File: src/design/filtered_pid_with_antiwindup_core_defines.svh
// ----------------------------------------------------------------------------
// filtered pid core assertion macros
// Shared assertion wrappers, clocked on the core clock, with or without reset masking.
// ----------------------------------------------------------------------------
`ifndef FILTERED_PID_WITH_ANTIWINDUP_CORE_DEFINES_SVH
`define FILTERED_PID_WITH_ANTIWINDUP_CORE_DEFINES_SVH

// concurrent assertion sampled on clock, masked while reset is high
`define FPID_ASSERT(label, prop, msg) \
   label: assert property (@(posedge clock) disable iff (reset) prop) else $error(msg);

// concurrent assertion sampled on clock, also checked during reset
`define FPID_ASSERT_ALWAYS(label, prop, msg) \
   label: assert property (@(posedge clock) prop) else $error(msg);

`endif

File: src/design/fpid_pkg.sv
// ----------------------------------------------------------------------------
// fpid_pkg
// Types and constants of the filtered pid core.
// ----------------------------------------------------------------------------
package fpid_pkg;

   // sequencer states
   typedef enum logic [3:0] {
      ST_IDLE,
      ST_MUL_ERR,
      ST_MUL_FILT,
      ST_FILT,
      ST_INTEG,
      ST_CLAMP,
      ST_MUL_I,
      ST_MUL_D,
      ST_SUM,
      ST_DRIVE
   } state_type;

   // register index on the csr port (byte address / 4)
   localparam logic [2:0] REG_GAIN_P         = 3'd0;
   localparam logic [2:0] REG_GAIN_I         = 3'd1;
   localparam logic [2:0] REG_GAIN_D         = 3'd2;
   localparam logic [2:0] REG_FILTER_WEIGHT  = 3'd3;
   localparam logic [2:0] REG_DRIVE_UPPER    = 3'd4;
   localparam logic [2:0] REG_DRIVE_LOWER    = 3'd5;
   localparam logic [2:0] REG_INTEGRAL_LIMIT = 3'd6;

   // register reset values
   localparam logic [8:0]         WEIGHT_RESET = 9'd256;
   localparam logic signed [15:0] UPPER_RESET  = 16'sh7FFF;
   localparam logic signed [15:0] LOWER_RESET  = 16'sh8000;
   localparam logic [30:0]        LIMIT_RESET  = 31'h7FFF_FFFF;

   // full-scale filter weight (1.0 in q1.8)
   localparam logic [8:0] WEIGHT_ONE = 9'd256;

endpackage

File: src/design/filtered_pid_with_antiwindup_core.sv
// ----------------------------------------------------------------------------
// filtered_pid_with_antiwindup_core
// PID controller with a low-pass filtered error, conditional integration
// anti-windup and a clamped drive output.
// ----------------------------------------------------------------------------
// One control step runs from the accepting edge until the core is ready
// again: the five products (two for the error filter, three for the gains)
// pass one after another through a single shared 17x32 signed multiplier,
// with the filter, integrator and clamp adds in between. A clear action
// (req_tuser = 1) zeroes the filter, the integrator and the last drive and
// returns drive 0. The result sits in an output register and the core waits
// there only if rsp_tready holds it back. Registers are to be written over
// the csr port only while no step is in flight; the core does not enforce it.
`include "filtered_pid_with_antiwindup_core_defines.svh"

module filtered_pid_with_antiwindup_core (
   input  logic        clock,
   input  logic        reset,
   // request stream
   input  logic        req_tvalid,
   output logic        req_tready,
   input  logic [31:0] req_tdata,   // [15:0] setpoint, [31:16] measured
   input  logic [0:0]  req_tuser,   // [0] action (1 = clear all state)
   // response stream
   output logic        rsp_tvalid,
   input  logic        rsp_tready,
   output logic [15:0] rsp_tdata,   // [15:0] drive
   output logic [0:0]  rsp_tuser,   // [0] clamped
   // register port
   input  logic        csr_psel,
   input  logic        csr_penable,
   input  logic        csr_pwrite,
   input  logic [4:0]  csr_paddr,
   input  logic [31:0] csr_pwdata,
   output logic [31:0] csr_prdata,
   output logic        csr_pready
);

   // configuration registers
   logic signed [15:0] gain_p_ff, gain_i_ff, gain_d_ff;
   logic        [8:0]  weight_ff;
   logic signed [15:0] upper_ff, lower_ff;
   logic        [30:0] limit_ff;

   // sequencer
   fpid_pkg::state_type state_ff, state_in;

   // controller state
   logic signed [25:0] filt_ff;
   logic signed [31:0] integ_ff;
   logic signed [15:0] last_drive_ff;

   // step working registers
   logic signed [16:0] err_ff;
   logic signed [25:0] fnew_ff;
   logic signed [26:0] diff_ff;
   logic signed [32:0] sum_ff;
   logic               block_ff;
   logic               clear_ff;
   logic signed [48:0] prod_ff;
   logic signed [48:0] acc_ff;

   // output register
   logic               rsp_tvalid_ff;
   logic signed [15:0] drive_ff;
   logic               clamped_ff;

   // shared multiplier
   logic signed [16:0] mul_a;
   logic signed [31:0] mul_b;
   logic signed [48:0] mul_p;

   // misc combinational
   logic               req_xfer;
   logic               csr_write;
   logic               slot_free;
   logic               load_out;
   logic        [8:0]  weight_c;
   logic        [8:0]  weight_comp;
   logic signed [25:0] fnew_c;
   logic signed [32:0] limit_pos;
   logic signed [32:0] limit_neg;
   logic signed [31:0] integ_c;
   logic signed [32:0] drive_wide;
   logic signed [32:0] upper_wide;
   logic signed [32:0] lower_wide;
   logic signed [15:0] drive_c;
   logic               clamped_c;

   // handshakes
   assign req_xfer   = req_tvalid && req_tready;
   assign csr_pready = 1'b1;
   assign csr_write  = csr_psel && csr_penable && csr_pwrite && csr_pready;
   assign slot_free  = !rsp_tvalid_ff || rsp_tready;

   // register writes
   always_ff @(posedge clock) begin
      if (reset) begin
         gain_p_ff <= '0;
         gain_i_ff <= '0;
         gain_d_ff <= '0;
         weight_ff <= fpid_pkg::WEIGHT_RESET;
         upper_ff  <= fpid_pkg::UPPER_RESET;
         lower_ff  <= fpid_pkg::LOWER_RESET;
         limit_ff  <= fpid_pkg::LIMIT_RESET;
      end else if (csr_write) begin
         unique case (csr_paddr[4:2])
            fpid_pkg::REG_GAIN_P:         gain_p_ff <= csr_pwdata[15:0];
            fpid_pkg::REG_GAIN_I:         gain_i_ff <= csr_pwdata[15:0];
            fpid_pkg::REG_GAIN_D:         gain_d_ff <= csr_pwdata[15:0];
            fpid_pkg::REG_FILTER_WEIGHT:  weight_ff <= csr_pwdata[8:0];
            fpid_pkg::REG_DRIVE_UPPER:    upper_ff  <= csr_pwdata[15:0];
            fpid_pkg::REG_DRIVE_LOWER:    lower_ff  <= csr_pwdata[15:0];
            fpid_pkg::REG_INTEGRAL_LIMIT: limit_ff  <= csr_pwdata[30:0];
            default: ;
         endcase
      end
   end

   // register reads
   always_comb begin
      unique case (csr_paddr[4:2])
         fpid_pkg::REG_GAIN_P:         csr_prdata = 32'(gain_p_ff);
         fpid_pkg::REG_GAIN_I:         csr_prdata = 32'(gain_i_ff);
         fpid_pkg::REG_GAIN_D:         csr_prdata = 32'(gain_d_ff);
         fpid_pkg::REG_FILTER_WEIGHT:  csr_prdata = {23'd0, weight_ff};
         fpid_pkg::REG_DRIVE_UPPER:    csr_prdata = 32'(upper_ff);
         fpid_pkg::REG_DRIVE_LOWER:    csr_prdata = 32'(lower_ff);
         fpid_pkg::REG_INTEGRAL_LIMIT: csr_prdata = {1'b0, limit_ff};
         default:                      csr_prdata = '0;
      endcase
   end

   // sequencer next state
   always_comb begin
      state_in = state_ff;
      unique case (state_ff)
         fpid_pkg::ST_IDLE: begin
            if (req_xfer) begin
               state_in = req_tuser[0] ? fpid_pkg::ST_DRIVE : fpid_pkg::ST_MUL_ERR;
            end
         end
         fpid_pkg::ST_MUL_ERR:  state_in = fpid_pkg::ST_MUL_FILT;
         fpid_pkg::ST_MUL_FILT: state_in = fpid_pkg::ST_FILT;
         fpid_pkg::ST_FILT:     state_in = fpid_pkg::ST_INTEG;
         fpid_pkg::ST_INTEG:    state_in = fpid_pkg::ST_CLAMP;
         fpid_pkg::ST_CLAMP:    state_in = fpid_pkg::ST_MUL_I;
         fpid_pkg::ST_MUL_I:    state_in = fpid_pkg::ST_MUL_D;
         fpid_pkg::ST_MUL_D:    state_in = fpid_pkg::ST_SUM;
         fpid_pkg::ST_SUM:      state_in = fpid_pkg::ST_DRIVE;
         fpid_pkg::ST_DRIVE: begin
            if (slot_free) begin
               state_in = fpid_pkg::ST_IDLE;
            end
         end
         default:               state_in = fpid_pkg::ST_IDLE;
      endcase
   end

   // effective filter weight, anything above 1.0 acts as 1.0
   assign weight_c    = weight_ff[8] ? fpid_pkg::WEIGHT_ONE : weight_ff;
   assign weight_comp = fpid_pkg::WEIGHT_ONE - weight_c;

   // sequencer outputs: ready, output load and multiplier operand select
   always_comb begin
      req_tready = 1'b0;
      load_out   = 1'b0;
      mul_a      = '0;
      mul_b      = '0;
      unique case (state_ff)
         fpid_pkg::ST_IDLE: req_tready = 1'b1;
         fpid_pkg::ST_MUL_ERR: begin
            mul_a = signed'({8'd0, weight_c});
            mul_b = 32'(err_ff);
         end
         fpid_pkg::ST_MUL_FILT: begin
            mul_a = signed'({8'd0, weight_comp});
            mul_b = 32'(filt_ff);
         end
         fpid_pkg::ST_CLAMP: begin
            mul_a = 17'(gain_p_ff);
            mul_b = 32'(fnew_ff);
         end
         fpid_pkg::ST_MUL_I: begin
            mul_a = 17'(gain_i_ff);
            mul_b = integ_ff;
         end
         fpid_pkg::ST_MUL_D: begin
            mul_a = 17'(gain_d_ff);
            mul_b = 32'(diff_ff);
         end
         fpid_pkg::ST_DRIVE: load_out = slot_free;
         default: ;
      endcase
   end

   assign mul_p = mul_a * mul_b;

   // filter update: w*e + floor((256-w)*f / 256)
   assign fnew_c = 26'(acc_ff + (prod_ff >>> 8));

   // integrator clamp to +-limit
   assign limit_pos = signed'({2'b00, limit_ff});
   assign limit_neg = -limit_pos;
   always_comb begin
      if (sum_ff > limit_pos) begin
         integ_c = 32'(limit_pos);
      end else if (sum_ff < limit_neg) begin
         integ_c = 32'(limit_neg);
      end else begin
         integ_c = 32'(sum_ff);
      end
   end

   // drive: floor(acc / 65536), upper bound tested first
   assign drive_wide = 33'(acc_ff >>> 16);
   assign upper_wide = 33'(upper_ff);
   assign lower_wide = 33'(lower_ff);
   always_comb begin
      drive_c   = 16'(drive_wide);
      clamped_c = 1'b0;
      if (clear_ff) begin
         drive_c = '0;
      end else if (drive_wide > upper_wide) begin
         drive_c   = upper_ff;
         clamped_c = 1'b1;
      end else if (drive_wide < lower_wide) begin
         drive_c   = lower_ff;
         clamped_c = 1'b1;
      end
   end

   // control state and controller state
   always_ff @(posedge clock) begin
      if (reset) begin
         state_ff      <= fpid_pkg::ST_IDLE;
         rsp_tvalid_ff <= 1'b0;
         filt_ff       <= '0;
         integ_ff      <= '0;
         last_drive_ff <= '0;
      end else begin
         state_ff <= state_in;
         if (load_out) begin
            rsp_tvalid_ff <= 1'b1;
         end else if (rsp_tready) begin
            rsp_tvalid_ff <= 1'b0;
         end
         if (req_xfer && req_tuser[0]) begin
            filt_ff       <= '0;
            integ_ff      <= '0;
            last_drive_ff <= '0;
         end
         if (state_ff == fpid_pkg::ST_INTEG) begin
            filt_ff <= fnew_ff;
         end
         if (state_ff == fpid_pkg::ST_CLAMP && !block_ff) begin
            integ_ff <= integ_c;
         end
         if (load_out) begin
            last_drive_ff <= drive_c;
         end
      end
   end

   // datapath working registers
   always_ff @(posedge clock) begin
      case (state_ff)
         fpid_pkg::ST_IDLE: begin
            clear_ff <= req_tuser[0];
            err_ff   <= 17'(signed'(req_tdata[15:0])) - 17'(signed'(req_tdata[31:16]));
         end
         fpid_pkg::ST_MUL_ERR: prod_ff <= mul_p;
         fpid_pkg::ST_MUL_FILT: begin
            acc_ff  <= prod_ff;
            prod_ff <= mul_p;
         end
         fpid_pkg::ST_FILT: fnew_ff <= fnew_c;
         fpid_pkg::ST_INTEG: begin
            diff_ff  <= 27'(fnew_ff) - 27'(filt_ff);
            sum_ff   <= 33'(integ_ff) + 33'(fnew_ff);
            block_ff <= ((last_drive_ff >= upper_ff) && !fnew_ff[25] && (fnew_ff != '0))
                     || ((last_drive_ff <= lower_ff) && fnew_ff[25]);
         end
         fpid_pkg::ST_CLAMP: prod_ff <= mul_p;
         fpid_pkg::ST_MUL_I: begin
            acc_ff  <= prod_ff;
            prod_ff <= mul_p;
         end
         fpid_pkg::ST_MUL_D: begin
            acc_ff  <= acc_ff + prod_ff;
            prod_ff <= mul_p;
         end
         fpid_pkg::ST_SUM: acc_ff <= acc_ff + prod_ff;
         default: ;
      endcase
      if (load_out) begin
         drive_ff   <= drive_c;
         clamped_ff <= clamped_c;
      end
   end

   // response ports
   assign rsp_tvalid   = rsp_tvalid_ff;
   assign rsp_tdata    = drive_ff;
   assign rsp_tuser[0] = clamped_ff;

   // assertions
   `FPID_ASSERT(a_clear_zeroes_state, req_xfer && req_tuser[0] |=> filt_ff == '0 && integ_ff == '0 && last_drive_ff == '0, "clear transfer did not zero controller state")
   `FPID_ASSERT(a_clamped_at_bound, rsp_tvalid_ff && clamped_ff |-> drive_ff == upper_ff || drive_ff == lower_ff, "clamped result not at a drive bound")
   `FPID_ASSERT(a_result_from_drive, $rose(rsp_tvalid_ff) |-> $past(state_ff) == fpid_pkg::ST_DRIVE, "response raised outside the drive step")
   `FPID_ASSERT(a_drive_load_lands, state_ff == fpid_pkg::ST_DRIVE && slot_free |=> rsp_tvalid_ff && state_ff == fpid_pkg::ST_IDLE, "drive step did not post a response")

endmodule
File: config.mk
export PLATFORM = sky130hd
export DESIGN_NAME = filtered_pid_with_antiwindup_core
export DESIGN_NICKNAME = d
export VERILOG_FILES = /design/src/design/fpid_pkg.sv /design/src/design/filtered_pid_with_antiwindup_core.sv
export VERILOG_INCLUDE_DIRS = /design/src /design/src/design
export SDC_FILE = /design/constraint.sdc
export NUM_CORES = 2
export LEC_CHECK = 0
export ABC_AREA = 0
export BUFFER_PORTS_ARGS = -buffer_cell sky130_fd_sc_hd__buf_4
export CAP_MARGIN = 30
export CORE_AREA = 2 2 400 402
export DETAILED_ROUTE_END_ITERATION = 10
export DIE_AREA = 0 0 402 404
export GPL_TIMING_DRIVEN = 0
export PLACE_DENSITY = 0.45
export SLEW_MARGIN = 10
export SYNTH_ARGS = -nofsm -noshare
export SYNTH_HDL_FRONTEND = slang
export SYNTH_SLANG_ARGS = --single-unit
export TNS_END_PERCENT = 1
File: constraint.sdc
create_clock -name clock -period 13.8 [get_ports clock]
set_input_delay 2.76 -clock clock [delete_from_list [all_inputs] [get_ports clock]]
set_output_delay 2.76 -clock clock [all_outputs]
set_load 0.05 [all_outputs]
==> Flow_metrics.wiki <==
{| class="wikitable"
! Metric !! Value
|-
| Outcome || finished, final reports clean
|-
| Gr busiest metal || met2
|-
| Count of filler cells inserted in the layout || 16,627
|-
| Startpoint types || flip-flop
|-
| Normalized max-slew margin || 26.8%
|-
| Number of cells upsized or downsized after cts || 0
|-
| Pin count of the biggest net entering global routing || 50
|-
| Launch instance of the worst register-to-register path || state_ff[2]$_SDFFE_PP0P_
|-
| Total via count after detailed routing || 39,883
|-
| Total Die Area || 162,000 um2
|-
| Starting utilization of the core area || 29.9%
|-
| Mapped Nets || 6,411
|-
| Global-route wire length before repair || 269,000 um
|-
| Worst vdd rail ir drop || 0.0000968 V
|-
| Post-synthesis instance area || 47,200 um2
|-
| Initial antenna violation count || 5
|-
| Gpl congestion || 0.902
|-
| Sequential-to-total area share from yosys stat || 22.4%
|-
| Most common cell after layout, fill and taps aside || inv_1
|-
| Pwr dens || 80.3 nW/um2
|-
| Count of mapped cells out of synthesis || 5,385
|-
| Met2 Usage GRT || 36.4%
|-
| Largest clock skew in the final design || 0.0429 ns
|-
| Number of top-level design ports || 129
|-
| Summed negative setup slack over all endpoints || 0 ns
|-
| Required time worst endpoint || 14.16 ns
|-
| Clock edge transition at the registers on the reported setup and hold paths || 0.06 ns
|-
| Slowest Stage Delay on Critical Path || 0.76 ns
|-
| TritonCTS clock tree || yes
|-
| Post-layout minimum cycle time || 10.33 ns
|-
| Async set or reset register ratio after synthesis || 0%
|-
| Worst EP arrival || 10.69 ns
|-
| FP Rows || 146
|-
| Post-synthesis area per instance || 8.77 um2
|-
| Post-synthesis register bit count || 419
|-
| Post-CTS setup repair buffer count || 0
|-
| Slowest cell on crit path || nor2_1
|-
| Yosys warning count || 0
|-
| Source-to-sink clock delay at the later pin of the worst-skew pair || 0.66 ns
|-
| Die Span X || 402 um
|-
| Hold-fix buffers, CTS || 0
|-
| Met1 layer usage reported by global route || 29.8%
|-
| Port-buffer cells || 122
|-
| Area of the core region || 158,000 um2
|-
| Maximum clock insertion buffer count || 3
|-
| Total wirelength of the detailed-routed design || 179,000 um
|-
| Critical Path Sink Type || flip-flop
|-
| Number of buffers added by the clock tree synthesis step || 53
|-
| Count of distinct cell types in the synthesized netlist || 98
|-
| Top cells by area, synth || fa_1 22%, edfxtp_1 14%, ha_1 11%
|-
| Startpoint of the worst hold path || gain_d_ff[10]$_SDFFE_PP0P_
|-
| Cell depth of the worst flop-to-flop path || 30
|-
| Unrepaired setup endpoints after global routing || no
|-
| Number of failing setup endpoints in the final timing report || 0
|-
| Violation count after the first detailed-routing iteration || 3,150
|-
| Number of optimization iterations in the first detailed-route pass || 8
|-
| Largest fanout on the critical path || 10
|-
| Nets || 6,633
|-
| Hold Path Stages || 2
|-
| GRT met3 Usage || 2.37%
|-
| Final cycle utilization of the critical path || 74.8%
|-
| Synth-to-Final Area Change || 12.3%
|-
| Actual transition at the worst max-transition pin || 1.08 ns
|-
| Endpoint of the worst hold-timing path || gain_d_ff[10]$_SDFFE_PP0P_
|-
| Critical path class || reg2reg
|-
| Power after layout || 4260 uW
|-
| Cell type with the highest occurrence count on the critical path || fa_1
|-
| Clock net sink count || 419
|-
| Count of maximum capacitance violations || 0
|-
| FMAX || 96.8 MHz
|-
| Number of global-route vias before repair || 40,519
|-
| Final hold viol count || 0
|-
| Average via count per standard cell || 5.16
|-
| Combined global-route utilization of all metal layers || 22.1%
|-
| Max Slew Vio Count || 0
|-
| Leak Pwr || 0.0235 uW
|-
| Height of the die || 404 um
|-
| Path class of the lowest-slack min-delay path || reg2reg
|-
| Area share of the largest cell type after synthesis || 22.3%
|-
| Clock tree root buffer cell || clkbuf_16
|-
| Number of enable flip-flop cells after synthesis || 220
|-
| Drt wl/cell || 23.2 um
|-
| Number of nets with antenna violations after routing || 0
|-
| Remaining design rule violation count || 0
|-
| H-tree depth reported by CTS || 2
|-
| Estimated wirelength of the detail-placed design || 150,000 um
|-
| Library cell occupying the most area in the post-synthesis netlist || fa_1
|-
| Most used DFF post-synth || edfxtp_1
|-
| Setup slack of the worst register-to-register path || 3.47 ns
|-
| Worst flop-to-flop path endpoint || prod_ff[44]$_DFFE_PP_
|-
| Commonest cells after routing, fill and taps aside || 756 x inv_1, 645 x nor2_1, 601 x nand2_1
|-
| Share of final-layout standard cells stronger than drive strength 1 || 6.14%
|-
| Total congestion overflow || 0
|}
synthesized netlist by cell type, types with 65 or more instances:
cell type,n
dfxtp_1,199
a21oi_1,346
fa_1,526
ha_1,423
nor2_1,646
o211ai_1,71
edfxtp_1,220
nand2_1,602
nand3_1,65
clkbuf_1,181
o21ai_0,152
xnor2_1,152
a21o_1,151
inv_1,756
critical path: cells and delay by family (launching register included):
family | cells | cell delay (ns)
flops | 1 | 0.30
buf+inv | 10 | 2.78
xor+xnor | 1 | 0.18
simple gates | 5 | 1.45
compound gates | 7 | 1.93
fa+ha+maj | 7 | 3.35
area by class of cell:
type,count,area (um2),area share [%]
antenna,2,5.00,0.00944
timing repair buffer,167,1330,2.51
inverter,757,2840,5.36
sequential,419,10600,20.0
clock buffer,60,1380,2.60
tap,2072,2590,4.89
multi-input combinational,3990,33000,62.3
clock inverter,38,383,0.722
buffer,219,860,1.62
how the worst max path moves through the flow:
| stage | from | slack, ns | endpoint | cells past startpoint |
|---|---|---|---|---|
| 5_1_grt | state_ff[2]$_SDFFE_PP0P_ | 2.99 | prod_ff[46]$_DFFE_PP_ | 31 |
| 6_report | state_ff[2]$_SDFFE_PP0P_ | 3.47 | prod_ff[44]$_DFFE_PP_ | 30 |
| 2_1_floorplan | state_ff[2]$_SDFFE_PP0P_ | 5.76 | prod_ff[45]$_DFFE_PP_ | 28 |
| 3_5_place_dp | state_ff[2]$_SDFFE_PP0P_ | 3.47 | prod_ff[46]$_DFFE_PP_ | 29 |
| 3_3_place_gp | state_ff[0]$_SDFFE_PP0P_ | 2.94 | prod_ff[44]$_DFFE_PP_ | 29 |
| 4_1_cts | state_ff[2]$_SDFFE_PP0P_ | 3.46 | prod_ff[46]$_DFFE_PP_ | 29 |
state kept, by name, indices dropped and copies added, names as in the netlist, 4 cells and up:
register	cells
acc_ff	49
weight_ff	9
gain_i_ff	16
rsp_tdata	16
limit_ff	31
state_ff	4
prod_ff	49
gain_p_ff	16
fnew_ff	26
lower_ff	16
integ_ff	32
last_drive_ff	16
diff_ff	27
err_ff	17
gain_d_ff	16
sum_ff	33
filt_ff	26
upper_ff	16
routing by layer:
metal / vias up / wire length, um
met3: 220 / 8400
li1: 18516 / -
met1: 20065 / 79800
met4: 0 / 7680
met2: 1082 / 83100
met5: - / 0
metrics by stage:
step | worst slack [ns] | hold slack [ns] | util [%] | cells | area, um2
6_report | 3.47 | 0.471 | 33.6 | 7724 | 53000
5_1_grt | 2.99 | 0.492 | 33.6 | 7722 | 53000
4_1_cts | 3.46 | 0.473 | 33.6 | 7717 | 53000
3_5_place_dp | 3.47 | 0.465 | 32.4 | 7619 | 51200
3_3_place_gp | 2.94 | 0.457 | 32.1 | 7579 | 50700
2_1_floorplan | 5.76 | 0.445 | - | 5385 | 47200
logic make-up after synthesis:
kind of cell | synth area share (%)
multiplexers | 1.69
XOR/XNOR | 3.79
adder cells (fa/ha/maj) | 33.5
other | 0.00794
AND/OR/NAND/NOR | 15.1
AO/OA/AOI/OAI | 15.7
buffers and inverters | 7.83
flip-flops | 22.4
power by group:
group	total, uW	internal [uW]	switching, uW
registers	1570	1440	132
logic	1230	441	788
clock network	1450	846	608
Note: power is estimated with default switching activity, not from simulation.
